===== src/rtl/a85_pkg.sv =====
// ----------------------------------------------------------------------------
// a85_pkg
// shared types and constants of the ascii85 line encoder
// ----------------------------------------------------------------------------
package a85_pkg;

   localparam int unsigned A85_DIGITS       = 5;
   localparam int unsigned A85_DIGIT_W      = 7;
   localparam int unsigned A85_QUEUE_DEPTH  = 2;

   localparam logic [7:0]  A85_OFFSET       = 8'd33;
   localparam logic [7:0]  A85_ZERO_CHAR    = 8'd122;
   localparam logic [7:0]  A85_NEWLINE      = 8'd10;
   localparam logic [7:0]  A85_ROW_MIN      = 8'd5;
   localparam logic [7:0]  A85_ROW_RESET    = 8'd72;

   // reciprocal of 85 for 32-bit operands, quotient = (w * recip) >> shift
   localparam logic [31:0] A85_RECIP        = 32'hC0C0C0C1;
   localparam int unsigned A85_RECIP_SHIFT  = 38;
   localparam int unsigned A85_QUOT_W       = 64 - A85_RECIP_SHIFT;

   typedef struct packed {
      logic [7:0] data_byte;
      logic       flush;
   } a85_req_type;

   typedef struct packed {
      logic [7:0] out_char;
      logic       last;
   } a85_rsp_type;

   // one encoded group or line end, handed from front to back
   typedef struct packed {
      logic [A85_DIGITS-1:0][A85_DIGIT_W-1:0] digits;
      logic [2:0]                             count;
      logic                                   zero_char;
      logic                                   flush;
   } a85_job_type;

endpackage


===== src/rtl/a85_back.sv =====
// ----------------------------------------------------------------------------
// a85_back
// emits characters of each group, inserts line breaks, holds the row length
// ----------------------------------------------------------------------------
module a85_back
   import a85_pkg::*;
(
   input  logic        clock,
   input  logic        reset,
   input  logic        csr_we,
   input  logic [7:0]  csr_wdata,
   input  logic        q_valid,
   output logic        q_pop,
   input  a85_job_type q_head,
   output logic        empty,
   input  logic        pop,
   output a85_rsp_type rsp_data
);

   logic [7:0]  row_ff, row_in;
   logic [7:0]  column_ff, column_in;
   logic        nl_ff, nl_in;
   logic [2:0]  idx_ff, idx_in;
   logic        rsp_valid_ff, rsp_valid_in;
   a85_rsp_type rsp_ff, rsp_in;

   logic                   advance;
   logic [7:0]             limit;
   logic [7:0]             col_inc;
   logic [A85_DIGIT_W-1:0] digit_sel;
   logic [7:0]             digit_char;
   logic                   emit;
   logic                   done;
   logic [7:0]             ch;
   logic                   lst;

   assign empty    = !rsp_valid_ff;
   assign rsp_data = rsp_ff;
   assign advance  = !rsp_valid_ff || pop;
   assign limit    = (row_ff < A85_ROW_MIN) ? A85_ROW_MIN : row_ff;
   assign col_inc  = column_ff + 8'd1;

   always_comb begin
      case (idx_ff)
         3'd0: digit_sel = q_head.digits[0];
         3'd1: digit_sel = q_head.digits[1];
         3'd2: digit_sel = q_head.digits[2];
         3'd3: digit_sel = q_head.digits[3];
         3'd4: digit_sel = q_head.digits[4];
         default: digit_sel = '0;
      endcase
   end

   assign digit_char = {1'b0, digit_sel} + A85_OFFSET;

   always_comb begin
      row_in       = csr_we ? csr_wdata : row_ff;
      column_in    = column_ff;
      nl_in        = nl_ff;
      idx_in       = idx_ff;
      rsp_valid_in = rsp_valid_ff;
      rsp_in       = rsp_ff;
      emit         = 1'b0;
      done         = 1'b0;
      ch           = A85_NEWLINE;
      lst          = 1'b0;

      if (advance && q_valid) begin
         if (nl_ff) begin
            // line break after a full row
            emit  = 1'b1;
            nl_in = 1'b0;
            lst   = (idx_ff == q_head.count);
            done  = lst;
         end else if (idx_ff < q_head.count) begin
            emit   = 1'b1;
            ch     = q_head.zero_char ? A85_ZERO_CHAR : digit_char;
            idx_in = idx_ff + 3'd1;
            if (col_inc >= limit) begin
               column_in = '0;
               nl_in     = 1'b1;
            end else begin
               column_in = col_inc;
               lst       = (idx_in == q_head.count) && !(q_head.flush && col_inc != 8'd0);
               done      = lst;
            end
         end else begin
            // line end on flush, or nothing at all
            if (q_head.flush && column_ff != 8'd0) begin
               emit      = 1'b1;
               lst       = 1'b1;
               column_in = '0;
            end
            done = 1'b1;
         end
      end

      if (done) begin
         idx_in = '0;
      end

      if (advance) begin
         rsp_valid_in    = emit;
         rsp_in.out_char = ch;
         rsp_in.last     = lst;
      end
   end

   assign q_pop = done;

   always_ff @(posedge clock) begin
      if (reset) begin
         row_ff       <= A85_ROW_RESET;
         column_ff    <= '0;
         nl_ff        <= 1'b0;
         idx_ff       <= '0;
         rsp_valid_ff <= 1'b0;
      end else begin
         row_ff       <= row_in;
         column_ff    <= column_in;
         nl_ff        <= nl_in;
         idx_ff       <= idx_in;
         rsp_valid_ff <= rsp_valid_in;
      end
   end

   always_ff @(posedge clock) begin
      rsp_ff <= rsp_in;
   end

`ifndef ASSERT_OFF
   // a pending line break follows a character that cleared the column
   a_nl_column: assert property (@(posedge clock) disable iff (reset)
      nl_ff |-> (column_ff == 8'd0))
      else $error("line break pending with nonzero column");

   // a pending line break always sits behind a character in the output register
   a_nl_behind_char: assert property (@(posedge clock) disable iff (reset)
      nl_ff |-> rsp_valid_ff)
      else $error("line break pending without a character ahead of it");

   // groups leave the queue only once present
   a_pop_valid: assert property (@(posedge clock) disable iff (reset)
      q_pop |-> q_valid)
      else $error("queue popped while empty");
`endif

endmodule


===== config.mk =====
export PLATFORM = sky130hd
export DESIGN_NAME = a85_back
export DESIGN_NICKNAME = d
export VERILOG_FILES = /design/src/rtl/a85_pkg.sv /design/src/rtl/a85_back.sv
export SDC_FILE = /design/constraint.sdc
export NUM_CORES = 1
export LEC_CHECK = 0
export ABC_AREA = 0
export BUFFER_PORTS_ARGS = -buffer_cell sky130_fd_sc_hd__buf_4
export CAP_MARGIN = 10
export CORE_MARGIN = 10
export CORE_UTILIZATION = 30
export DETAILED_ROUTE_END_ITERATION = 8
export PLACE_DENSITY_LB_ADDON = 0.3
export SLEW_MARGIN = 20
export SYNTH_ARGS = -nofsm -noshare
export SYNTH_HDL_FRONTEND = slang
export SYNTH_SLANG_ARGS = --single-unit

===== constraint.sdc =====
create_clock -name clock -period 5.54 [get_ports clock]
set_input_delay 0.277 -clock clock [delete_from_list [all_inputs] [get_ports clock]]
set_output_delay 0.277 -clock clock [all_outputs]
set_load 0.005 [all_outputs]

# After elaboration in Yosys (flattened, before gate mapping)
# Cells that the tools add are included.
[op_classes]
magnitude_cmp = 3
add_sub_neg = 3
n_eq_ne = 6
n_mux = 19
n_bitwise = 3
n_reduce_logical = 16
[ops]
columns = ["op", "n"]
rows = [
  ["$pmux W7 S5", 1],
  ["$mux W8", 4],
  ["$reduce_bool A8 Y1", 2],
  ["$mux W1", 13],
  ["$add A7 B6 Y8 const B", 1],
  ["$add A8 B1 Y8 const B", 1],
  ["$ge A8 B8 Y1", 1],
  ["$lt A8 B3 Y1 const B", 1],
  ["$mux W7", 1],
  ["$eq A3 B2 Y1 const B", 2],
  ["$eq A3 B3 Y1", 2],
  ["$reduce_and A3 Y1", 2],
  ["$logic_and A1 B1 Y1", 4],
  ["$reduce_or A4 Y1", 1],
  ["$add A3 B1 Y3 const B", 1],
  ["$eq A3 B1 Y1 const B", 1],
  ["$eq A3 B3 Y1 const B", 1],
  ["$logic_not A3 Y1", 1],
  ["$lt A3 B3 Y1", 1],
  ["$not A1 Y1", 3],
  ["$reduce_or A3 Y1", 1],
  ["$logic_not A1 Y1", 2],
  ["$reduce_bool A2 Y1", 1],
  ["$reduce_or A2 Y1", 1],
  ["$logic_or A1 B1 Y1", 1],
]
[totals]
regBits = 30
inputBits = 53
output_inout_bits = 11

# Logic depth before layout (Yosys ltp)
[logic_depth]
word_depth = 10
mapped_depth = 12

# Worst setup path after synthesis
# OpenSTA, ideal clock, no wires.
[synth_timing]
kind = "register to output"
from = "register column_ff[0]"
to = "output q_pop"
required_ps = 5263
path_slack_ps = 3022
path_stages_with_launch = 10
t_arrival_ps = 2241
path_cell_list = "dfxtp_1 ha_1 nand3_1 xnor2_1 ha_1 or4_1 a21oi_1 o31a_1 nand4_2 a21boi_0"
[synth_via]
elab_chain_cells = 9
word_cells_on_any_way = 10
classes_between = "add/sub: 1; order compare: 1; mux: 4; reduce/logical: 4"
[synth_lines]
columns = ["element", "line_no", "source"]
rows = [
  ["from (decl)", "a85_back.sv:21", "logic [7:0] column_ff, column_in;"],
  ["from (signal assigned)", "a85_back.sv:120", "column_ff <= column_in;"],
  ["$add A8 B1 Y8 *", "a85_back.sv:41", "assign col_inc = column_ff + 8'd1;"],
  ["branches (longest 4 deep; another with $ge A8 B8 Y1)", "-", ""],
  ["$mux W1 *", "a85_back.sv:79", "if (col_inc >= limit) begin"],
  ["$mux W1 *", "a85_back.sv:75", "end else if (idx_ff < q_head.count) begin"],
  ["$mux W1 *", "a85_back.sv:69", "if (nl_ff) begin"],
  ["$mux W1 *", "a85_back.sv:68", "if (advance && q_valid) begin"],
  ["to (decl)", "a85_back.sv:13", "output logic q_pop,"],
]
# Mark *: on every way between the ends.

# Worst setup path after layout
# Same ends and word-level chain as after synthesis.

==> load_flow_metrics.sql <==
INSERT INTO impl_metrics (metric_group, metric, value, unit) VALUES
('power', 'pwr-share-clk', '34.6', '%'),
('critical_path', 'crit_path_max_fanout', '11', ''),
('power', 'cellLeakagePower', '1.21', 'nW'),
('drt', 'detail_route.iter0.violations', '139', ''),
('clock_tree', 'clock_tree_from_tritoncts', 'yes', ''),
('job', 'max_cap_viol_count', '0', ''),
('hold_path', 'hold_path_depth', '3', ''),
('floorplanning', 'fp-row-count', '30', ''),
('placement', 'gpl.final_weighted_congestion', '0.863', ''),
('clock_tree', 'cts.sink_count', '30', ''),
('sta', 'worst_pin_slew', '543', 'ps'),
('hold_path', 'hold_path.class', 'in -> reg', ''),
('drt', 'num_vias', '2053', ''),
('sta', 'fin_setup_tns', '0', 'ps'),
('drt', 'drt-wirelength-per-cell', '15.1', 'um'),
('synthesis', 'synth_sequential_area_ratio', '31.9', '%'),
('drt', 'routed.top_layer', 'met4', ''),
('critical_path', 'path_cells', 'ha_1, nand3_1, xnor2_1, ha_1, or4_1, a21oi_1, o31a_1, nand4_2, a21boi_0, buf_4', ''),
('drt', 'routed_via_density', '5.15', ''),
('synthesis', 'synth_cells', '244', ''),
('floorplanning', 'core-area', '0.00691', 'mm^2'),
('floorplanning', 'pin_count', '64', ''),
('power', 'power_frac_comb', '25.4', '%'),
('power', 'switching_power', '0.175', 'mW'),
('drt', 'wl_on_met1', '2940', 'um'),
('sta', 'setup_repair_after_global_routing_missed_its_margin', 'false', ''),
('grt', 'antenna_found_initial', '0', ''),
('grt', 'grt_pass1_vias', '1982', ''),
('critical_path', 'critical_path.most_common_cell', 'sky130_fd_sc_hd__ha_1', ''),
('power', 'design_power_total', '0.630', 'mW'),
('outcome', 'status', 'complete, no violations', ''),
('sta', 'fin_hold_ws', '212', 'ps'),
('sta', 'layout_min_cycle_time', '3530', 'ps'),
('layout', 'syn2layout_area_growth', '29.5', '%'),
('power', 'power.ir.vdd_worst', '0.000116', 'V'),
('drt', 'drt_drc_violations_left', '0', ''),
('synthesis', 'post_synth_instance_area', '0.00216', 'mm^2'),
('clock_tree', 'post_cts_resize_count', '0', ''),
('drt', 'final_antenna_net_count', '0', ''),
('placement', 'dpl.hpwl', '4840', 'um'),
('grt', 'grtUsageTotal', '10.5', '%'),
('drt', 'routed_wl', '6040', 'um'),
('clock_tree', 'cts_made_buffers', '5', ''),
('clock_tree', 'count_of_h_tree_levels_built_during_cts', '2', ''),
('placement', 'numPortBuffers', '63', ''),
('synthesis', 'synth_enable_flop_cells', '9', ''),
('grt', 'global_route.overflow_total', '0', ''),
('clock_tree', 'clk_pin_slew_worst_paths', '70', 'ps'),
('grt', 'grt_pass1_wl', '9730', 'um'),
('floorplanning', 'design.die.area', '0.0110', 'mm^2'),
('clock_tree', 'cts.path.max_buffers', '2', ''),
('critical_path', 'endpoint_kind', 'output port', ''),
('critical_path', 'worst_r2r_path_depth', '9', ''),
('clock_tree', 'cts.hold.buffers_added', '0', ''),
('power', 'cellPowerDensity', '225', 'mW/mm^2'),
('synthesis', 'synthDistinctLibCells', '52', ''),
('drt', 'detailed_routing_iterations_pass_1', '4', ''),
('synthesis', 'ff_latch_count_synth', '30', ''),
('drt', 'met2WireLength', '2690', 'um'),
('sta', 'slew_headroom', '63.8', '%'),
('sta', 'report.final.hold_viol_count', '0', ''),
('critical_path', 'cp_slowest_cell', 'sky130_fd_sc_hd__or4_1', ''),
('synthesis', 'synth_async_sr_flop_share', '0', '%'),
('floorplanning', 'die-width', '105', 'um'),
('synthesis', 'synth_warnings', '0', ''),
('clock_tree', 'cts.repair_timing.setup_buffer_count', '0', ''),
('sta', 'achievable-frequency', '283', 'MHz'),
('clock_tree', 'cts.root.buffer_cell', 'sky130_fd_sc_hd__clkbuf_8', ''),
('synthesis', 'synth_area_per_cell', '8.87', 'um^2'),
('synthesis', 'synth-main-ff-cell', 'sky130_fd_sc_hd__dfxtp_1', ''),
('sta', 'setup-violations-final', '0', '');
power groups by stage:
stage | clock network, mW | logic [mW] | registers (mW)
floorplan | 0 | 0.0929 | 0.256
global placement | 0 | 0.160 | 0.257
detailed placement | 0 | 0.161 | 0.258
CTS | 0.226 | 0.162 | 0.253
finish | 0.218 | 0.160 | 0.252
global route | 0.231 | 0.178 | 0.255
path summary, 6_finish.rpt:
kind / slack [ps] / to / from
setup / recovery: 2010 / q_pop / column_ff[0]
hold reg to reg: 490 / row_ff[4] / row_ff[4]
setup reg to reg: 2560 / idx_ff[0] / column_ff[0]
hold / removal: 210 / row_ff[6] / csr_wdata[6]
flip-flops by register name, indices dropped and copies added, names as in the netlist:
name and count:
rsp_data 9, row_ff 8, idx_ff 3, column_ff 8, rsp_valid_ff 1, nl_ff 1
cell type report:
type / instances / area [um^2]
inverters: 20 / 75.1
well taps: 96 / 120
clock buffers: 5 / 68.8
multi-input cells: 181 / 1330
flip-flops and latches: 30 / 691
repair buffers: 64 / 480
fillers: 715 / 4100
clock inverters: 3 / 40.0
cells in the final DEF, fill, tap and decap left out, drive strengths merged, types with 2 or more instances in the layout:
cell / n
buf: 64
dfxtp: 21
inv: 20
ha: 20
o21ai: 18
a21oi: 17
nor2: 17
nand3: 14
edfxtp: 9
nand2: 8
a222oi: 7
xnor2: 7
o21a: 7
mux2i: 6
a32oi: 5
nor3: 5
clkbuf: 5
or3: 4
nand4: 4
xor2: 3
o211ai: 3
a32o: 3
a21boi: 2
a221oi: 2
nor2b: 2
nand2b: 2
o31a: 2
nor4: 2
a21o: 2
a2bb2oi: 2
a31oi: 2
clkinv: 2
or2: 2
o311ai: 2
o41ai: 2
routing by layer:
metal,vias up,global-route usage [%]
li1,1038,-
met5,-,0
met1,934,14.1
met4,0,2.06
met2,77,16.5
met3,4,2.89
cells by family (layout without fill, tap and decap cells):
kind of cell	count (synthesis)	after routing	share of synthesized area, %
AO/OA/AOI/OAI	81	81	27.5
AND/OR/NAND/NOR	64	64	15.5
buffers and inverters	33	92	6.76
flip-flops	30	30	31.9
adder cells (fa/ha/maj)	20	20	11.6
XOR/XNOR	10	10	4.05
multiplexers	6	6	2.77
critical path: cells and delay by family, from the launching register on:
kind	cells	cell delay, ps
simple gates	3	840
compound gates	3	820
fa+ha+maj	2	510
flops	1	460
xor+xnor	1	200
buf+inv	1	150
synthesized netlist by cell type, drive strengths merged, types with 4 or more instances:
cell type | n | area share, %
nand2 | 8 | 1.4
a21oi | 17 | 3.9
xnor2 | 7 | 2.8
a222oi | 7 | 3.2
o21ai | 18 | 4.3
dfxtp | 21 | 19
clkbuf | 6 | 1.0
inv | 20 | 3.5
nor2 | 17 | 2.9
buf | 7 | 2.3
or3 | 4 | 1.2
edfxtp | 9 | 12
a32oi | 5 | 2.0
o21a | 7 | 2.8
nand3 | 14 | 3.2
nand4 | 4 | 1.7
nor3 | 5 | 1.2
ha | 20 | 12
mux2i | 6 | 2.8
per-stage QoR:
stage / util [%] / setup slack [ps] / cells / area [um^2]
4_1_cts: 40.6 / 1960 / 399 / 2800
3_5_place_dp: 39.0 / 2300 / 391 / 2690
5_1_grt: 40.6 / 1750 / 399 / 2800
3_3_place_gp: 39.0 / 2340 / 391 / 2690
2_1_floorplan: - / 3020 / 244 / 2160
6_report: 40.6 / 2010 / 399 / 2800
(Power assumes the default switching activity.)
