[config.mk]
export PLATFORM = sky130hd
export DESIGN_NAME = a85_queue
export DESIGN_NICKNAME = d
export VERILOG_FILES = /design/src/rtl/a85_pkg.sv /design/src/rtl/a85_queue.sv
export SDC_FILE = /design/constraint.sdc
export NUM_CORES = 1
export LEC_CHECK = 0
export ABC_AREA = 1
export BUFFER_PORTS_ARGS = -buffer_cell sky130_fd_sc_hd__buf_2
export CORE_MARGIN = 1.5
export CORE_UTILIZATION = 45
export CTS_BUF_LIST = sky130_fd_sc_hd__clkbuf_16
export CTS_CLUSTER_SIZE = 20
export DETAILED_ROUTE_END_ITERATION = 10
export PLACE_DENSITY = 0.77
export SKIP_CTS_REPAIR_TIMING = 1
export SYNTH_ARGS = -nofsm -noshare
export SYNTH_HDL_FRONTEND = slang
export SYNTH_SLANG_ARGS = --single-unit
[constraint.sdc]
create_clock -name clock -period 7.1 [get_ports clock]
set_clock_uncertainty 0.15 [all_clocks]
set_input_delay 0.355 -clock clock [delete_from_list [all_inputs] [get_ports clock]]
set_output_delay 0.355 -clock clock [all_outputs]
set_load 0.05 [all_outputs]
[src/rtl/a85_pkg.sv]
// ----------------------------------------------------------------------------
// a85_pkg
// shared types and constants of the ascii85 line encoder
// ----------------------------------------------------------------------------
package a85_pkg;

   localparam int unsigned A85_DIGITS       = 5;
   localparam int unsigned A85_DIGIT_W      = 7;
   localparam int unsigned A85_QUEUE_DEPTH  = 2;

   localparam logic [7:0]  A85_OFFSET       = 8'd33;
   localparam logic [7:0]  A85_ZERO_CHAR    = 8'd122;
   localparam logic [7:0]  A85_NEWLINE      = 8'd10;
   localparam logic [7:0]  A85_ROW_MIN      = 8'd5;
   localparam logic [7:0]  A85_ROW_RESET    = 8'd72;

   // reciprocal of 85 for 32-bit operands, quotient = (w * recip) >> shift
   localparam logic [31:0] A85_RECIP        = 32'hC0C0C0C1;
   localparam int unsigned A85_RECIP_SHIFT  = 38;
   localparam int unsigned A85_QUOT_W       = 64 - A85_RECIP_SHIFT;

   typedef struct packed {
      logic [7:0] data_byte;
      logic       flush;
   } a85_req_type;

   typedef struct packed {
      logic [7:0] out_char;
      logic       last;
   } a85_rsp_type;

   // one encoded group or line end, handed from front to back
   typedef struct packed {
      logic [A85_DIGITS-1:0][A85_DIGIT_W-1:0] digits;
      logic [2:0]                             count;
      logic                                   zero_char;
      logic                                   flush;
   } a85_job_type;

endpackage

[src/rtl/a85_queue.sv]
// ----------------------------------------------------------------------------
// a85_queue
// short queue of encoded groups between front and back
// ----------------------------------------------------------------------------
module a85_queue
   import a85_pkg::*;
#(
   parameter int unsigned DEPTH = A85_QUEUE_DEPTH
)
(
   input  logic        clock,
   input  logic        reset,
   input  logic        wr_en,
   output logic        wr_full,
   input  a85_job_type wr_data,
   output logic        rd_valid,
   input  logic        rd_en,
   output a85_job_type rd_data
);

   localparam int unsigned PTR_W = (DEPTH > 1) ? $clog2(DEPTH) : 1;
   localparam int unsigned CNT_W = $clog2(DEPTH + 1);

   a85_job_type        entries_ff [DEPTH];
   logic [PTR_W-1:0]   wr_ptr_ff, wr_ptr_in;
   logic [PTR_W-1:0]   rd_ptr_ff, rd_ptr_in;
   logic [CNT_W-1:0]   fill_ff, fill_in;
   logic               do_wr, do_rd;

   assign wr_full  = (fill_ff == CNT_W'(DEPTH));
   assign rd_valid = (fill_ff != '0);
   assign rd_data  = entries_ff[rd_ptr_ff];
   assign do_wr    = wr_en && !wr_full;
   assign do_rd    = rd_en && rd_valid;

   always_comb begin
      wr_ptr_in = wr_ptr_ff;
      rd_ptr_in = rd_ptr_ff;
      fill_in   = fill_ff;
      if (do_wr) begin
         wr_ptr_in = (wr_ptr_ff == PTR_W'(DEPTH - 1)) ? '0 : wr_ptr_ff + PTR_W'(1);
      end
      if (do_rd) begin
         rd_ptr_in = (rd_ptr_ff == PTR_W'(DEPTH - 1)) ? '0 : rd_ptr_ff + PTR_W'(1);
      end
      if (do_wr && !do_rd) begin
         fill_in = fill_ff + CNT_W'(1);
      end else if (do_rd && !do_wr) begin
         fill_in = fill_ff - CNT_W'(1);
      end
   end

   always_ff @(posedge clock) begin
      if (reset) begin
         wr_ptr_ff <= '0;
         rd_ptr_ff <= '0;
         fill_ff   <= '0;
      end else begin
         wr_ptr_ff <= wr_ptr_in;
         rd_ptr_ff <= rd_ptr_in;
         fill_ff   <= fill_in;
      end
   end

   always_ff @(posedge clock) begin
      if (do_wr) begin
         entries_ff[wr_ptr_ff] <= wr_data;
      end
   end

`ifndef ASSERT_OFF
   // pointers and fill level agree
   a_fill_ptrs: assert property (@(posedge clock) disable iff (reset)
      (fill_ff == '0 || fill_ff == CNT_W'(DEPTH)) |-> (wr_ptr_ff == rd_ptr_ff))
      else $error("queue pointers disagree with fill level");
`endif

endmodule

# Word-level counts from Yosys, hierarchy flattened
# Memory sizes are Yosys's and may differ from the RTL's. A register that Yosys moved wholly into a read port is not among the register bits.
# Cells that the tools add are included.
[totals] word_cells=26 mem_bits_rw=80 latch_bits=0 mem_bits_ro=0 output_inout_bits=42 register_bits=4 mem_count=1
[op_classes] n_reduce_logical=9 mux=8 multipliers=0 magnitude_cmp=0 addsub=4 div=0 shift=0 n_bitwise=0 n_eq_ne=1
[mem_list] memory="entries_ff" words=2 word_bits=40 read_ports=1 rd_ports_with_merged_regs=1 write_ports=1 line="a85_queue.sv:24" source="a85_job_type entries_ff [DEPTH];"
[ops] cell="2-to-1 mux 1 bit" count=6
[ops] cell="logical AND 1 bit" count=4
[ops] cell="2-to-1 mux 2 bit" count=2
[ops] cell="nonzero test 2 bit" count=2
[ops] cell="logical NOT 1 bit" count=3
[ops] cell="adder 1 bit (second input constant)" count=2
[ops] cell="adder 2 x 1 -> 2 bit (second input constant)" count=1
[ops] cell="== test 2 bit (second input constant)" count=1
[ops] cell="subtractor 2 x 1 -> 2 bit (second input constant)" count=1

# Logic depth before layout (Yosys ltp)
# Gate-level depths: netlist (run 1).
[logic_depth] depth_word=7 mapped_depth=10

# Least setup slack after synthesis (run 1)
# Ideal clock, no wire load.
[synth_timing] kind="register -> register" from="register fill_ff[1]" to="memory entries_ff[1][0] (netlist name) (enable)" stages_incl_launch_ff=4 t_arrival_ps=2161 synth_period_minus_slack_ps=2748 setup_time_ps=437 path_slack_ps=4352 required_time_ps=6513 n_path_buf=0 path_cell_list="dfxtp_1 > inv_1 > o21ai_2 > nor2_1"
[synth_between] elab_chain_cells=5
[synth_lines] element="from (decl)" line="a85_queue.sv:27" source="logic [CNT_W-1:0] fill_ff, fill_in;"
[synth_lines] element="from (signal assigned)" line="a85_queue.sv:61" source="fill_ff <= fill_in;"
[synth_lines] element="== test 2 bit" line="a85_queue.sv:30" source="assign wr_full = (fill_ff == CNT_W'(DEPTH));"
[synth_lines] element="logical NOT 1 bit" line="a85_queue.sv:33" source="assign do_wr = wr_en && !wr_full;"
[synth_lines] element="logical AND 1 bit" line="a85_queue.sv:33"
[synth_lines] element="2-to-1 mux 1 bit" line="a85_queue.sv:66" source="if (do_wr) begin"
[synth_lines] element="2-to-1 mux 1 bit (implied by the code)" line="a85_queue.sv:67" source="entries_ff[wr_ptr_ff] <= wr_data;"
[synth_lines] element="to (decl)" line="a85_queue.sv:24"
# Every way passes these cells.

==> results of run 1 <==
[cells by family (layout without fill, tap and decap cells)]
logic type                 after synthesis  count (layout)  synth area share
muxes                                   40              40            0.1434
DFF                                     85              85            0.7965
adders and majority gates                1               1          0.003982
and+or+nand+nor                         18              18           0.02310
buffers and inverters                   12             110           0.02389
AOI/OAI and AO/OA                        5               5          0.009160
[area by class of cell]
type	count	share of cell area
clock buffer	9	0.05655
inverter	8	0.007540
timing repair buffer	87	0.1106
sequential	85	0.6287
clock inverter	6	0.02608
tap	80	0.02513
multi-input combinational	64	0.1455
[registers in the layout, indices dropped and copies added (netlist names), named ones only]
name        count
entries_ff     80
fill_ff         2
rd_ptr_ff       1
wr_ptr_ff       1
[layout by cell type, fill, tap and decap left out, types with 3 or more instances in the layout]
cell type,n
dfxtp_1,4
edfxtp_1,80
nor2_1,6
buf_2,85
bufinv_16,3
clkbuf_16,9
mux2_2,40
nand2_1,7
inv_1,9
[metrics by stage]
step           area (sq um)  power [W]  setup WS, ns  utilization
2_1_floorplan          3142   0.001095         4.352            -
3_3_place_gp           3654   0.001191         4.981       0.5407
3_5_place_dp           3654   0.001203         4.965       0.5407
4_1_cts                3983   0.001717         4.598       0.5894
5_1_grt                3983   0.001767         4.526       0.5894
6_report               3983   0.001696         4.649       0.5894
[worst min path at each step]
stage	start	to	slack (ns)
finish	wr_data[14]	entries_ff[1][14]	0.06
global route	wr_data[14]	entries_ff[0][14]	0.05
CTS	wr_data[14]	entries_ff[1][14]	0.05
detailed placement	rd_ptr_ff	rd_ptr_ff	0.35
global placement	rd_ptr_ff	flop	0.32
floorplan	wr_data[0]	entries_ff[0][0]	0.30
[power breakdown]
part	switching [W]	internal (W)	leakage [nW]
sequential	0.0000424	0.000635	0.788
combinational	0.000369	0.000140	0.584
clock	0.000171	0.000339	0.166
[metal layers]
| metal | vias to the layer above | track usage | share of wire |
|---|---|---|---|
| met5 | - | 0 | 0 |
| met4 | 0 | 0.07918 | 0.012 |
| met3 | 6 | 0.04667 | 0.055 |
| met2 | 56 | 0.2266 | 0.50 |
| met1 | 798 | 0.1724 | 0.43 |
| li1 | 802 | - | - |
[critical path, cell delays in order, from the launching register on]
cell	delay (ns)
dfxtp_2	0.93
mux2_2	0.43
buf_2	0.21
==> key figures, run 1 <==
Run status
  • Status: completed

Routing
  • 1st-iter DRT viols: 44
  • Vias per cell: 4.903
  • Detail Route Antenna Nets: 0
  • WL final: 5096 um
  • Residual DRC count: 0
  • Routed wire per std cell: 15.03 um
  • Routed via count: 1662
  • First-pass DRT Iterations: 4

Worst setup path
  • Worst Setup Start Kind: flop
  • RR Endpoint: entries_ff[0][17]
  • Worst Reg-to-Reg Cells: 4
  • Crit path kind: flop to primary output
  • Critical R2R Launch: fill_ff[1]
  • Crit end category: primary output
  • R2R setup slack: 5.17 ns
  • Crit path DAT: between 1.5 and 2 ns
  • CP max FO: 40
  • Critical Path RT: 6.59 ns
  • End point of the critical path: rd_data[15]

Synth
  • Commonest cells in the netlist: edfxtp_1 (80), mux2_2 (40), inv_1 (8), nor2_1 (8), nand2_1 (7)
  • Synth warn: 0
  • Yosys top cell by area: edfxtp_1
  • Mapped Cells: 161
  • Synth Cell Area: 0.003142 sq mm
  • Ys async rst share: 0
  • Largest cells by area after synthesis: edfxtp_1 (76%), mux2_2 (14%), dfxtp_1 (3.2%), buf_6 (1.4%), inv_1 (0.96%)
  • Post-synth EDFFs: 80
  • Syn_area_per_cell: around 20 sq um
  • Synth unique cells: 13
  • Seq cells post-synth: 85
  • Count leader, synth: edfxtp_1
  • Register area share after synthesis: 0.7965
  • Mapped Nets: 206
  • Synth top area share: 0.7646
  • Most used DFF post-synth: edfxtp_1

Clock tree
  • Clk pin slew, worst setup/hold paths: 0.06 ns
  • Worst-Skew Late Latency: 0.32 ns
  • TritonCTS clock tree: yes
  • TritonCTS Buffers: 9
  • H-tree levels: 3
  • Clock buffer depth: 2
  • Root Buffer Master: clkbuf_16
  • Clk sink count: 85

Floorplanning
  • Starting Density: 0.4650
  • Site Rows: 30
  • Core box area: 0.006756 sq mm
  • Top Ports: 86
  • Die footprint: 0.007492 sq mm
  • Die Height: 86.56 um
  • DIE WIDTH: 86.56 um

Timing
  • Fin. Hold Viols: 0
  • Fin Setup TNS: 0 ns
  • Crit path time final: 2.451 ns
  • Final setup violation count: 0
  • RSZ-0062 raised after global routing: false
  • Worst Max-Slew Pin Slew: 0.9514 ns
  • Final cycle utilization of the critical path: 0.3452
  • Max transition margin: 0.3657
  • Fmax: 408.0 MHz
  • Final hold slack: 0.06436 ns
  • Fin. max-slew vios: 0

Hold path
  • Hold Path Stages: 1
  • Hold Path Class: input port to flop

Global routing
  • First-pass GRT wire length: 7679 um
  • Vias in the first global route: 1663
  • GRT Overall Usage: 0.1426
  • Largest net degree at the start of global routing: 41
  • GRT overflow: 0
  • Antenna violations before repair: 0

Layout
  • FILL cells: ~520
  • Post-layout nets: 300
  • Non-filler cells in the finished layout: ~340
  • Antenna Cells: 0
  • Area occupied by multi-input gates: 579.3 sq um
  • FF+latch area: 0.002504 sq mm
  • Layout cells sized above 1: 0.5598
  • P&R area growth vs syn: 26.76%

Run
  • # Max-Cap Violations: 0

Place
  • HPWL Detailed: ~3300 um
  • Placer Congestion: approximately 0.68
  • IO buf count: 85
  • Placed Cells: 324

Power and ir drop
  • Peak supply drop: 272.0 uV
  • Pwr/cell area: 425.8 mW/mm^2
  • Static leakage: 1.538 nW
Note: power is estimated with default switching activity, not from simulation.
==> run 2: changes to the inputs <==
Settings changed: PLACE_DENSITY 0.77 to 0.8.
Clock period 7.1 ns to 2.05 ns, I/O delays scaled along.
==> run 2 against run 1 <==
Clock-buffer cell count did not move. Sequential share of layout area fell by 5.7 points. First-iteration DRC count rose by 70%. Die area did not move. Critical path depth rose by 1. Flip-flop and latch count did not move. Cell count rose by 13%. Sequential power rose to 3.3 times the previous value. Design area rose by 10%. Clock power rose to 2.9 times the previous value. Setup slack got worse by 4.3 ns. Critical path type unchanged. Largest power group unchanged.
==> key figures, run 2 (same netlist as run 1, synthesis figures left out) <==
Timing
  • Fin. Hold Viols: 0 (unchanged)
  • Final setup violation count: 0 (unchanged)
  • Final cycle utilization of the critical path: 0.8522
  • Final hold slack: 0.07827 ns (was 0.06436 ns)
  • Fmax: 572.4 MHz
  • Crit path time final: 1.747 ns
  • Worst Max-Slew Pin Slew: 0.3931 ns (was 0.9514 ns)
  • Max transition margin: 0.7379 (was 0.3657)
  • RSZ-0062 raised after global routing: false (unchanged)
  • Fin. max-slew vios: 0 (unchanged)

Routing
  • 1st-iter DRT viols: 75 (was 44)
  • Residual DRC count: 0 (unchanged)
  • Routed via count: 1825 (was 1662)
  • First-pass DRT Iterations: 4 (unchanged)
  • Routed wire per std cell: 14.63 um (was 15.03 um)
  • Vias per cell: 4.765 (was 4.903)
  • WL final: 5605 um (was 5096 um)
  • Detail Route Antenna Nets: 0 (unchanged)

Worst setup path
  • Worst Setup Start Kind: flop (unchanged)
  • Buf+Inv Stages, Crit Path: 2 (was 1)
  • Worst-path cell chain: buf_12 -> mux2_2 -> buf_2 (was mux2_2 -> buf_2)
  • Cell with the largest stage delay on the worst path: mux2_2 (was dfxtp_2)
  • Max incr delay on CP: 0.38 ns (was 0.93 ns)
  • Cell family with most CP delay: buffers and inverters (was flip-flops)
  • Critical Path RT: 1.80 ns (was 6.59 ns)
  • Worst Reg-to-Reg Cells: 9 (was 4)
  • CP max FO: 40 (unchanged)
  • Crit end category: primary output (unchanged)
  • Crit path DAT: 1.49 ns (was 1.95 ns)
  • Critical Path Stages: 3 (was 2)
  • Crit path kind: flop to primary output (unchanged)

Power and ir drop
  • Comb power frac: 0.344 (was 0.300)
  • Clock Power Share: 0.259 (was 0.301)
  • Sequential share of power: 0.398 (was 0.399)
  • Psw: 0.002016 W (was 0.0005821 W)
  • Switching share of power: 0.3541 (was 0.3433)
  • Overall power: 0.005694 W (was 0.001696 W)
  • Int Pwr: 0.003678 W (was 0.001114 W)
  • Pwr/cell area: 1300 mW/mm^2 (was 425.8 mW/mm^2)
  • Peak supply drop: 895.7 uV (was 272.0 uV)
  • Static leakage: 1.707 nW (was 1.538 nW)

Global routing
  • Antenna violations before repair: 0 (unchanged)
  • First-pass GRT wire length: 7728 um (was 7679 um)
  • GRT overflow: 0 (unchanged)
  • Largest net degree at the start of global routing: 41 (unchanged)
  • GRT Overall Usage: 0.1418 (was 0.1426)
  • Vias in the first global route: 1664 (was 1663)

Floorplanning
  • DIE WIDTH: 86.56 um (unchanged)
  • Site Rows: 30 (unchanged)
  • Core box area: 0.006756 sq mm (unchanged)
  • Die Height: 86.56 um (unchanged)
  • Top Ports: 86 (unchanged)
  • Starting Density: 0.4650 (unchanged)
  • Die footprint: 0.007492 sq mm (unchanged)

Run
  • # Max-Cap Violations: 0 (unchanged)

Layout
  • Layout cells sized above 1: 0.4785 (was 0.5598)
  • Top reg by flops: entries_ff (unchanged)
  • Post-layout nets: 345 (was 300)
  • Commonest cells after routing, fill and taps aside: buf_2 (85), edfxtp_1 (80), dlygate4sd3_1 (42) (was buf_2 (85), edfxtp_1 (80), mux2_2 (40))
  • P&R area growth vs syn: 39.43% (was 26.76%)
  • Commonest non-fill, non-tap cell in the layout: buf_2 (unchanged)
  • Max reg flops: 80 (unchanged)
  • Utilization after layout: 0.6483 (was 0.5894)
  • Top Registers: entries_ff (80), fill_ff (2) (unchanged)
  • Fin area: 0.004380 sq mm (was 0.003983 sq mm)
  • Antenna Cells: 0 (unchanged)

Place
  • HPWL Detailed: 3285 um (was 3289 um)
  • IO buf count: 85 (unchanged)
  • Placer Congestion: 0.6444 (was 0.6808)
  • Placed Area: 0.003689 sq mm (was 0.003654 sq mm)

Run status
  • Status: completed (unchanged)

Clock tree
  • Clock buffer depth: 2 (unchanged)
  • H-tree levels: 3 (unchanged)
  • TritonCTS Buffers: 9 (unchanged)
  • Clk pin slew, worst setup/hold paths: 0.05 ns (was 0.06 ns)
  • TritonCTS clock tree: yes (unchanged)
  • Worst-Skew Late Latency: 0.32 ns (about the same)
  • Clk sink count: 85 (unchanged)
  • Root Buffer Master: clkbuf_16 (unchanged)

Hold path
  • Hold Path Stages: 5 (was 1)
  • Hold Path Class: input port to flop (unchanged)
## run 2: cell count changes in the layout (fill, tap and decap cells not counted)
cell	previous run	this run
dlygate4sd3_1	0	42
buf_4	2	4
bufinv_16	3	1
buf_12	0	1
clkinv_1	0	1
clkinv_2	2	1
inv_1	9	10
## run 2: worst reg2reg max path: stages, from the launching register on
cell and delay (ns):
dfxtp_1 0.33, inv_1 0.09, o21ai_2 0.28, inv_1 0.11, ha_1 0.31, inv_1 0.08
nand3_1 0.08, nand2_1 0.06, inv_1 0.03, nor2_1 0.09
## run 2: area by class of cell
class | count | area [sq um]
clock inverters | 5 | 46.29
flip-flops and latches | 85 | 2504
clock buffers | 9 | 225.2
inverters | 8 | 30.03
well taps | 80 | 100.1
multi-input cells | 64 | 579.3
fillers | 492 | 2376
repair buffers | 132 | 895.9
## run 2: routing by layer
metal	vias up	routed length (um)	track usage	part of all wire
li1	890	-	-	-
met1	879	2336	0.1648	0.42
met2	50	2932	0.2365	0.52
met3	6	271	0.05524	0.048
met4	0	65	0.05718	0.012
met5	-	0	0	0
## run 2: final timing paths
| path | start | endpoint | slack, ns |
|---|---|---|---|
| worst max register to register | fill_ff[1] | fill_ff[1] | 0.38 |
| worst max-delay path | flop | rd_data[11] | 0.30 |
| worst min-delay path | wr_en | wr_ptr_ff | 0.08 |
| worst min register to register | wr_ptr_ff | wr_ptr_ff | 0.39 |
## run 2: power by group through the flow
stage          registers, W  logic (W)  clock network, W
2_1_floorplan       0.00229    0.00150                 0
3_3_place_gp        0.00228    0.00187                 0
3_5_place_dp        0.00230    0.00189                 0
4_1_cts             0.00227    0.00190           0.00151
5_1_grt             0.00229    0.00207           0.00159
6_report            0.00226    0.00196           0.00147
## run 2: stage by stage
step	setup TNS, ns	std cells	setup WS [ns]
global placement	0	327	0.4762
CTS	0	341	0.2808
floorplan	-3.000	161	-0.03752
finish	0	383	0.3030
global route	0	383	0.2181
detailed placement	0	327	0.3868
